$ cat config.mk
export PLATFORM = sky130hd
export DESIGN_NAME = pwm_peak_hold_decay
export DESIGN_NICKNAME = d
export VERILOG_FILES = /design/src/rtl/pphd_pkg.sv /design/src/rtl/pphd_ctrl.sv /design/src/rtl/pphd_dp.sv /design/src/rtl/pwm_peak_hold_decay.sv
export SDC_FILE = /design/constraint.sdc
export NUM_CORES = 1
export LEC_CHECK = 0
export BUFFER_PORTS_ARGS = -buffer_cell sky130_fd_sc_hd__buf_2
export CAP_MARGIN = 10
export CORE_MARGIN = 1.5
export CORE_UTILIZATION = 35
export CTS_BUF_LIST = sky130_fd_sc_hd__clkbuf_4 sky130_fd_sc_hd__clkbuf_8 sky130_fd_sc_hd__clkbuf_16
export CTS_CLUSTER_DIAMETER = 200
export DETAILED_ROUTE_END_ITERATION = 10
export GPL_TIMING_DRIVEN = 0
export PLACE_DENSITY_LB_ADDON = 0.2
export SLEW_MARGIN = 20
export SYNTH_ARGS = -nofsm -noshare
export SYNTH_HDL_FRONTEND = slang
export SYNTH_SLANG_ARGS = --single-unit
$ cat constraint.sdc
create_clock -name clock -period 4.4 [get_ports clock]
set_input_delay 1.1 -clock clock [delete_from_list [all_inputs] [get_ports clock]]
set_output_delay 1.1 -clock clock [all_outputs]
set_load 0.01 [all_outputs]
$ cat src/rtl/pphd_pkg.sv
// Shared constants and types for the peak-hold PWM duty block.
// Used by the controller, the datapath and the top level; depends on nothing.
package pphd_pkg;

   localparam int CHANNELS     = 6;
   localparam int DUTY_BITS    = 8;
   localparam int CH_BITS      = 3;
   localparam int BYTE_BITS    = 8;
   localparam int CD_BITS      = 16;
   localparam int CSR_IDX_BITS = 1;
   localparam int CSR_DATA_BITS = 16;

   localparam logic [CSR_IDX_BITS-1:0] CSR_DECAY_INTERVAL = 1'd0;
   localparam logic [CSR_IDX_BITS-1:0] CSR_SYNC_BYTE      = 1'd1;

   localparam logic [CD_BITS-1:0]   RESET_INTERVAL = 16'd80;
   localparam logic [BYTE_BITS-1:0] RESET_SYNC     = 8'hFE;

   localparam logic FUNC_TICK = 1'b0;
   localparam logic FUNC_BYTE = 1'b1;

   typedef struct packed {
      logic accept;
      logic emit_load;
   } cmd_type;

   typedef struct packed {
      logic pend_any;
      logic out_full;
      logic out_taken;
   } sts_type;

endpackage

$ cat src/rtl/pphd_ctrl.sv
// Controller state machine for the peak-hold PWM duty block.
// Depends on pphd_pkg; drives the datapath through cmd_type and reads sts_type.
module pphd_ctrl (
   input  logic              clock,
   input  logic              reset,
   input  logic              req_valid,
   output logic              req_stall,
   input  pphd_pkg::sts_type sts,
   output pphd_pkg::cmd_type cmd
);

   typedef enum logic [1:0] {
      ST_IDLE = 2'b01,
      ST_EMIT = 2'b10
   } state_type;

   state_type state_ff, state_in;

   always_comb begin
      state_in      = state_ff;
      cmd.accept    = 1'b0;
      cmd.emit_load = 1'b0;
      req_stall     = 1'b1;
      case (state_ff)
         ST_IDLE: begin
            req_stall = 1'b0;
            if (req_valid) begin
               cmd.accept = 1'b1;
               state_in   = ST_EMIT;
            end
         end
         ST_EMIT: begin
            if (sts.pend_any) begin
               cmd.emit_load = !sts.out_full || sts.out_taken;
            end else begin
               state_in = ST_IDLE;
            end
         end
         default: begin
            state_in = ST_IDLE;
         end
      endcase
   end

   always_ff @(posedge clock) begin
      if (reset) begin
         state_ff <= ST_IDLE;
      end else begin
         state_ff <= state_in;
      end
   end

endmodule

$ cat src/rtl/pphd_dp.sv
// Datapath for the peak-hold PWM duty block: levels, countdowns, frame
// tracking, configuration registers, pending result mask and output register.
// Depends on pphd_pkg.
module pphd_dp (
   input  logic                                 clock,
   input  logic                                 reset,
   input  pphd_pkg::cmd_type                    cmd,
   output pphd_pkg::sts_type                    sts,
   input  logic                                 req_func,
   input  logic [pphd_pkg::BYTE_BITS-1:0]       req_rx_byte,
   input  logic                                 csr_we,
   input  logic [pphd_pkg::CSR_IDX_BITS-1:0]    csr_index,
   input  logic [pphd_pkg::CSR_DATA_BITS-1:0]   csr_wdata,
   output logic                                 rsp_valid,
   input  logic                                 rsp_stall,
   output logic [pphd_pkg::CH_BITS-1:0]         rsp_channel,
   output logic [pphd_pkg::DUTY_BITS-1:0]       rsp_duty,
   output logic                                 rsp_last
);

   logic [pphd_pkg::DUTY_BITS-1:0] level_ff [pphd_pkg::CHANNELS];
   logic [pphd_pkg::DUTY_BITS-1:0] level_in [pphd_pkg::CHANNELS];
   logic [pphd_pkg::CD_BITS-1:0]   cd_ff    [pphd_pkg::CHANNELS];
   logic [pphd_pkg::CD_BITS-1:0]   cd_in    [pphd_pkg::CHANNELS];
   logic [pphd_pkg::CHANNELS-1:0]  pend_ff, pend_in;
   logic                           in_frame_ff, in_frame_in;
   logic [pphd_pkg::CH_BITS-1:0]   idx_ff, idx_in;
   logic [pphd_pkg::CD_BITS-1:0]   interval_ff;
   logic [pphd_pkg::BYTE_BITS-1:0] sync_ff;
   logic                           out_valid_ff;
   logic [pphd_pkg::CH_BITS-1:0]   out_ch_ff;
   logic [pphd_pkg::DUTY_BITS-1:0] out_duty_ff;
   logic                           out_last_ff;

   logic [pphd_pkg::DUTY_BITS-1:0] new_val;
   logic [pphd_pkg::DUTY_BITS-1:0] cur_level;
   logic                           raise;
   logic [pphd_pkg::CH_BITS-1:0]   idx_next;
   logic [pphd_pkg::CH_BITS-1:0]   pick_idx;
   logic [pphd_pkg::CHANNELS-1:0]  pick_oh;
   logic [pphd_pkg::CHANNELS-1:0]  pend_left;

   assign new_val   = req_rx_byte[pphd_pkg::DUTY_BITS-1:0];
   assign cur_level = level_ff[idx_ff];
   assign raise     = in_frame_ff && (new_val > cur_level);
   assign idx_next  = idx_ff + 1'b1;

   // Lowest pending channel goes out first.
   always_comb begin
      pick_idx = '0;
      pick_oh  = '0;
      for (int i = pphd_pkg::CHANNELS - 1; i >= 0; i--) begin
         if (pend_ff[i]) begin
            pick_idx = pphd_pkg::CH_BITS'(i);
            pick_oh  = pphd_pkg::CHANNELS'(1) << i;
         end
      end
   end

   assign pend_left = pend_ff & ~pick_oh;

   always_comb begin
      pend_in     = pend_ff;
      in_frame_in = in_frame_ff;
      idx_in      = idx_ff;
      for (int i = 0; i < pphd_pkg::CHANNELS; i++) begin
         level_in[i] = level_ff[i];
         cd_in[i]    = cd_ff[i];
      end
      if (cmd.emit_load) begin
         pend_in = pend_left;
      end
      if (cmd.accept) begin
         if (req_func == pphd_pkg::FUNC_TICK) begin
            // A countdown of zero or one is due on this tick.
            for (int i = 0; i < pphd_pkg::CHANNELS; i++) begin
               if (cd_ff[i] <= pphd_pkg::CD_BITS'(1)) begin
                  level_in[i] = level_ff[i] >> 1;
                  cd_in[i]    = interval_ff;
                  pend_in[i]  = 1'b1;
               end else begin
                  cd_in[i] = cd_ff[i] - 1'b1;
               end
            end
         end else if (!in_frame_ff) begin
            if (req_rx_byte == sync_ff) begin
               in_frame_in = 1'b1;
               idx_in      = '0;
            end
         end else begin
            if (raise) begin
               level_in[idx_ff] = new_val;
               cd_in[idx_ff]    = interval_ff;
               pend_in[idx_ff]  = 1'b1;
            end
            if (idx_next == pphd_pkg::CH_BITS'(pphd_pkg::CHANNELS)) begin
               in_frame_in = 1'b0;
               idx_in      = '0;
            end else begin
               idx_in = idx_next;
            end
         end
      end
   end

   always_ff @(posedge clock) begin
      if (reset) begin
         for (int i = 0; i < pphd_pkg::CHANNELS; i++) begin
            level_ff[i] <= '0;
            cd_ff[i]    <= '0;
         end
         pend_ff      <= '0;
         in_frame_ff  <= 1'b0;
         idx_ff       <= '0;
         interval_ff  <= pphd_pkg::RESET_INTERVAL;
         sync_ff      <= pphd_pkg::RESET_SYNC;
         out_valid_ff <= 1'b0;
      end else begin
         for (int i = 0; i < pphd_pkg::CHANNELS; i++) begin
            level_ff[i] <= level_in[i];
            cd_ff[i]    <= cd_in[i];
         end
         pend_ff     <= pend_in;
         in_frame_ff <= in_frame_in;
         idx_ff      <= idx_in;
         if (csr_we) begin
            case (csr_index)
               pphd_pkg::CSR_DECAY_INTERVAL: begin
                  interval_ff <= csr_wdata[pphd_pkg::CD_BITS-1:0];
               end
               pphd_pkg::CSR_SYNC_BYTE: begin
                  sync_ff <= csr_wdata[pphd_pkg::BYTE_BITS-1:0];
               end
               default: begin
               end
            endcase
         end
         if (cmd.emit_load) begin
            out_valid_ff <= 1'b1;
         end else if (!rsp_stall) begin
            out_valid_ff <= 1'b0;
         end
      end
   end

   always_ff @(posedge clock) begin
      if (cmd.emit_load) begin
         out_ch_ff   <= pick_idx;
         out_duty_ff <= level_ff[pick_idx];
         out_last_ff <= (pend_left == '0);
      end
   end

   assign sts.pend_any  = |pend_ff;
   assign sts.out_full  = out_valid_ff;
   assign sts.out_taken = out_valid_ff && !rsp_stall;

   assign rsp_valid   = out_valid_ff;
   assign rsp_channel = out_ch_ff;
   assign rsp_duty    = out_duty_ff;
   assign rsp_last    = out_last_ff;

endmodule

$ cat src/rtl/pwm_peak_hold_decay.sv
// Peak-hold PWM duty block with halving decay, top level.
// Instantiates pphd_ctrl and pphd_dp; depends on pphd_pkg.
//
// Each item is either a millisecond tick or a received serial byte. An item is
// applied in its accept cycle: a tick updates all six countdowns and levels at
// once, a frame byte updates at most its one channel. The duty results it
// causes are then sent one per cycle while rsp_stall is low, in ascending
// channel order from an output register. The block stalls new items until
// every result has been loaded into that register, longer while rsp_stall
// holds it. A new item can be taken while the last result still waits in the
// output register. rsp_last marks the final result of an item.
module pwm_peak_hold_decay (
   input  logic                                 clock,
   input  logic                                 reset,
   input  logic                                 req_valid,
   output logic                                 req_stall,
   input  logic                                 req_func,
   input  logic [pphd_pkg::BYTE_BITS-1:0]       req_rx_byte,
   output logic                                 rsp_valid,
   input  logic                                 rsp_stall,
   output logic [pphd_pkg::CH_BITS-1:0]         rsp_channel,
   output logic [pphd_pkg::DUTY_BITS-1:0]       rsp_duty,
   output logic                                 rsp_last,
   input  logic                                 csr_we,
   input  logic [pphd_pkg::CSR_IDX_BITS-1:0]    csr_index,
   input  logic [pphd_pkg::CSR_DATA_BITS-1:0]   csr_wdata
);

   pphd_pkg::cmd_type cmd;
   pphd_pkg::sts_type sts;

   pphd_ctrl u_ctrl (
      .clock     (clock),
      .reset     (reset),
      .req_valid (req_valid),
      .req_stall (req_stall),
      .sts       (sts),
      .cmd       (cmd)
   );

   pphd_dp u_dp (
      .clock       (clock),
      .reset       (reset),
      .cmd         (cmd),
      .sts         (sts),
      .req_func    (req_func),
      .req_rx_byte (req_rx_byte),
      .csr_we      (csr_we),
      .csr_index   (csr_index),
      .csr_wdata   (csr_wdata),
      .rsp_valid   (rsp_valid),
      .rsp_stall   (rsp_stall),
      .rsp_channel (rsp_channel),
      .rsp_duty    (rsp_duty),
      .rsp_last    (rsp_last)
   );

endmodule
# Word-level counts from Yosys, hierarchy flattened
# Memories as Yosys holds them, arrays and structs flattened. A register that Yosys moved wholly into a read port is not among the register bits.
# Cells that the tools add are included.
[totals]
regBits = 41
latch_bits = 0
ram_bits = 144
romBits = 0
input_bits = 31
out_inout_bits = 14
wordCells = 152
mem_count = 2
[op_classes]
n_addsub = 7
mul = 0
n_div = 0
magnitude_cmp = 11
eq_ne = 7
shifts = 0
n_mux = 84
bitwise = 17
reduce_logical = 15
[memory_table]
columns = ["memory", "depth", "width", "rd", "rd_clocked_by_memory_dff", "wr", "line_no", "source"]
rows = [
  ["u_dp.cd_ff", 6, 16, 6, 0, 6, "pphd_dp.sv:23", "logic [pphd_pkg::CD_BITS-1:0] cd_ff [pphd_pkg::CHANNELS];"],
  ["u_dp.level_ff", 6, 8, 8, 2, 6, "pphd_dp.sv:21", "logic [pphd_pkg::DUTY_BITS-1:0] level_ff [pphd_pkg::CHANNELS];"],
]
[ops]
columns = ["cell", "n"]
rows = [
  ["96-bit two-way mux", 4],
  ["16-bit two-way mux", 13],
  ["48-bit two-way mux", 4],
  ["8-bit two-way mux", 13],
  ["96-bit bitwise mux", 1],
  ["16-bit by 1-bit <= comparator with 1-bit output, second input constant", 6],
  ["16-bit by 1-bit subtractor with 16-bit output, second input constant", 6],
  ["6-bit two-way mux", 11],
  ["48-bit bitwise mux", 1],
  ["16-bit demux with 3-bit select", 1],
  ["3-bit two-way mux", 11],
  ["8-bit demux with 3-bit select", 1],
  ["1-bit two-way mux", 20],
  ["1-bit OR", 12],
  ["8-bit equality test", 1],
  ["8-bit greater-than comparator", 1],
  ["2-bit AND reduction", 4],
  ["6-bit bitwise AND", 1],
  ["6-bit logical NOT", 1],
  ["6-bit NOT", 1],
  ["6-bit OR", 1],
  ["6-bit OR reduction", 1],
  ["4-bit greater-or-equal comparator, second input constant", 1],
  ["1-bit logical AND", 4],
  ["other kinds (18)", 21],
]

# Logic depth before layout (Yosys ltp)
[depth]
word_depth = 14
ltp_mapped = 14
mapped_depth_nobuf = 10

# Hierarchy
# A second synthesis with hierarchy kept.
[unflattened]
cells_unflattened = 1394
area_unflattened_um2 = 11370.9
[by_module_without_submodules]
columns = ["module", "n_inst", "cells_each", "area_per_inst_um2", "seq_area_each_um2"]
rows = [
  ["pphd_dp", 1, 1384, 11283.3, 4003.8],
  ["pphd_ctrl", 1, 10, 87.6, 40.0],
]

# Least setup slack after synthesis
# No wires, ideal clock.
[synth_timing]
path_type = "register to register"
start = "register (tool-made name)"
end = "memory u_dp.cd_ff[0][94] in the netlist's numbering"
arrival_ns = 3.633
path_slack_ns = 0.649
path_stages_with_launch = 14
n_path_buf = 4
cell_sequence = "dfxtp_1 clkbuf_1 clkbuf_1 mux4_2 o21ai_0 ha_1 nand2_1 or3_1 nand3_1 or3_1 clkbuf_1 a21o_1 buf_2 a32o_1"
[synth_rtl]
columns = ["element", "line_no"]
rows = [
  ["end, declared", "pphd_dp.sv:23"],
]

==> out/results.md <==
| Quantity | This run |
| --- | --- |
| Status | finished, final reports clean |
| Die X-Extent | 186 um |
| Leakage Power | 4.50 nW |
| Detailed router's first-iteration violation count | 1,224 |
| Crit path capture type | register |
| Total length of routed wires | 45,600 um |
| Register clock-pin slew on the reported worst setup and hold paths | 80 ps |
| Crit path time final | 4190 ps |
| Critical Path AT | 4540 ps |
| Global-route total usage across every layer | 26.4% |
| Async SR Flop Fraction | 0% |
| Post-DP HPWL | 32,600 um |
| Clock Root Buffer | clkbuf_16 |
| Antenna diode instance count | 0 |
| Vertical die dimension | 186 um |
| Fraction of the cycle the final worst path needs | 95.1% |
| CP Buf/Inv Count | 2 |
| Maximum fanout encountered on the critical timing path | 10 |
| Starting density of the core | 35.9% |
| Number of DRC violations after detailed routing | 0 |
| Number of nets in the final layout | 1,558 |
| Commonest cells after routing, fill and taps aside | 183 x dfxtp_1, 145 x nand2_1, 135 x nor2_1 |
| Type of the tightest min-delay check | register to register |
| CTS max path bufs | 2 |
| Non-Filler Instances | 1,960 |
| H-tree depth | 4 |
| Maximum number of pins on one net before global-route repair | 21 |
| Final Cell Area | 0.0132 mm^2 |
| Vias after detailed routing | 12,175 |
| Critical path class | register to register |
| Top cell family by delay on the critical path | compound AO/OA/AOI/OAI gates |
| Critical Path Max Stage Delay | 770 ps |
| CTS tree | yes |
| Hold violation count in the final report | 0 |
| Achievable frequency | 239 MHz |
| Worst-case vdd ir drop | 304 uV |
| Number of unique standard cell types used by synthesis | 78 |
| Via count of the first global-routing pass | 11,245 |
| DR vias/cell | 6.21 |
| Post-route clock skew | 13.6 ps |
| Placement row count | 66 |
| Drt first pass iters | 5 |
| Dominant synthesized flop cell | dfxtp_1 |
| Number of clock sinks | 196 |
| Overall power of the completed layout | 5.05 mW |
| CP Cell Sequence | clkbuf_2 > mux4_2 > o21ai_0 > ha_1 > nand2_1 > or3_1 > and3_1 > clkbuf_1 > a31oi_1 > nor2_1 > o221a_2 |
| Syn. warnings | 0 |
| Count of endpoints failing setup in the final report | 0 |
| Placed Cells | 1,929 |
| Min-delay src | u_dp.sync_ff[0] |
| Crit path setup slack, layout | 214 ps |
| Floorplan Core Area | 0.0328 mm^2 |
| Number of buffers created by CTS | 17 |
| Filler instances | 3,342 |
| Final Slew Violations | 0 |
| Final GP Congestion | 0.935 |
| Share of cells above drive strength 1 | 10.0% |
| Transition time at the pin with the least slew margin | 1160 ps |
| Syn nets | 1,495 |
| Area of the mapped netlist | 0.0118 mm^2 |
| Register-to-register setup slack | 210 ps |
| Instance count of the mapped netlist | 1,442 |
| Power per cell area | 383 mW/mm^2 |
| Overflow after GRT | 0 |
| IO Pins | 45 |
| Sequential area share after synthesis | 34.4% |
| Detail-routed net length per standard cell | 23.2 um |
| Number of max-cap violations | 0 |
| Biggest area consumer among synthesized cells | dfxtp_1 |
| Initial antenna violation count | 0 |
| Hold Path End | u_dp.sync_ff[0] |
| Syn avg cell area | 8.15 um^2 |
| Worst slew slack as a fraction of its limit | 22.5% |
| Worst hold path stage count | 2 |
| Worst EP required | 4750 ps |
| Post-synthesis register bit count | 196 |
| Cell area reported after detailed placement | 0.0126 mm^2 |
| Wire length of the first global-routing pass | 69,000 um |
| Count of flip-flops with a built-in enable after synthesis | 12 |
| Layout area overhead | 12.3% |
| ANT nets after route | 0 |
| DP Worst Slack | -511 ps |
| Clk_lat worst skew | 460 ps |
| Most common cell after layout, fill and taps aside | dfxtp_1 |
| Worst-case reg-to-reg path depth | 11 |
| Hold-fix buffers, CTS | 0 |
| Startpoint class of the critical path | register |
| Die outline area | 0.0347 mm^2 |
| Area share of the largest cell type after synthesis | 31.3% |
| Main area contributors after synthesis | dfxtp_1 31%, a21oi_1 5.2%, nand2_1 4.6% |
| Count of buffers from port buffering | 43 |
| Crit-path slowest cell | a31oi_1 |
| Setup Fix Bufs, Post-CTS | 0 |
| Worst flop-to-flop path endpoint | u_dp.cd_ff[0][13] |
| RSZ-0062 raised after global routing | true |
[cells in the mapped netlist, drive strengths merged, types with 22 or more instances]
cell type    n
o21ai       38
a22oi       31
a311oi      27
nor3        61
a211oi      39
nand3       48
inv         46
o31ai       38
clkbuf      99
nand2      145
nor4        28
dfxtp      184
mux2i       25
nand4       24
a21oi      125
xnor2       29
nor2       136
ha          22
[worst max path at each step]
stage	start	to	slack, ps	cells after the start
floorplan	register	u_dp.cd_ff[0][94]	650	13
global placement	register	u_dp.cd_ff[0][60]	-730	11
detailed placement	register	u_dp.cd_ff[0][62]	-510	12
CTS	register	u_dp.level_ff[5][4]	170	12
global route	register	u_dp.cd_ff[0][67]	-20	12
finish	register	u_dp.cd_ff[0][13]	210	11
[what timing repair did]
action,4_1_cts,5_1_grt
endpoints found under the setup margin,139,53
gates resized for setup,6,9
pin swaps,0,0
[layer usage]
metal | GRT usage (%) | vias up | wire, um
met5 | 0 | - | 0
met1 | 35.3 | 5899 | 19400
met3 | 4.24 | 105 | 3760
li1 | - | 5599 | -
met2 | 42.1 | 572 | 20400
met4 | 11.5 | 0 | 1970
[cell families after synthesis]
| kind of cell | Yosys count | share of synthesized area, % |
|---|---|---|
| AOI/OAI and AO/OA | 449 | 27.1 |
| xor gates and xnor gates | 49 | 3.65 |
| adders and majority gates | 23 | 2.43 |
| buffers and inverters | 158 | 5.24 |
| DFF | 196 | 34.4 |
| muxes | 45 | 5.58 |
| and+or+nand+nor | 522 | 21.6 |
[layout make-up]
type / instances / area (um^2) / share of cell area (%)
Sequential cell: 196 / 4050 / 30.6
Clock inverter: 15 / 185 / 1.40
Inverter: 46 / 173 / 1.31
Buffer: 111 / 445 / 3.37
Tap cell: 442 / 553 / 4.19
Multi-Input combinational cell: 1088 / 7140 / 54.1
Timing Repair Buffer: 45 / 228 / 1.73
Clock buffer: 17 / 425 / 3.22
[report_power, final]
group	internal, mW	leakage [nW]	switching [mW]	total, mW
Clock	0.819	0.296	0.837	1.66
Combinational	0.499	2.60	0.871	1.37
Sequential	1.90	1.61	0.129	2.03
[metrics by stage]
| step | setup TNS (ps) | utilization (%) | hold slack [ps] |
|---|---|---|---|
| after global routing | -56.0 | 40.3 | 499 |
| after detailed placement | -32270 | 38.3 | 466 |
| final | 0 | 40.3 | 473 |
| after CTS | 0 | 40.2 | 478 |
| after global placement | -38500 | 38.2 | 466 |
| after floorplan | 0 | - | 446 |
[state kept, by name (all words and copies together), names as in the netlist, named ones only]
name / count
u_dp.rsp_last: 1
u_dp.rsp_valid: 1
u_dp.sync_ff: 8
u_dp.rsp_duty: 8
u_dp.interval_ff: 16
u_dp.level_ff: 48
u_dp.rsp_channel: 3
u_ctrl.state_ff: 2
u_dp.in_frame_ff: 1
u_dp.cd_ff: 96
u_dp.idx_ff: 3
u_dp.pend_ff: 6
[tightest hold or removal path, cell delays in order, from the launching register on]
cell and delay, ps:
dfxtp_1 320, nand2_1 60, a21oi_1 50
(Power assumes the default switching activity.)
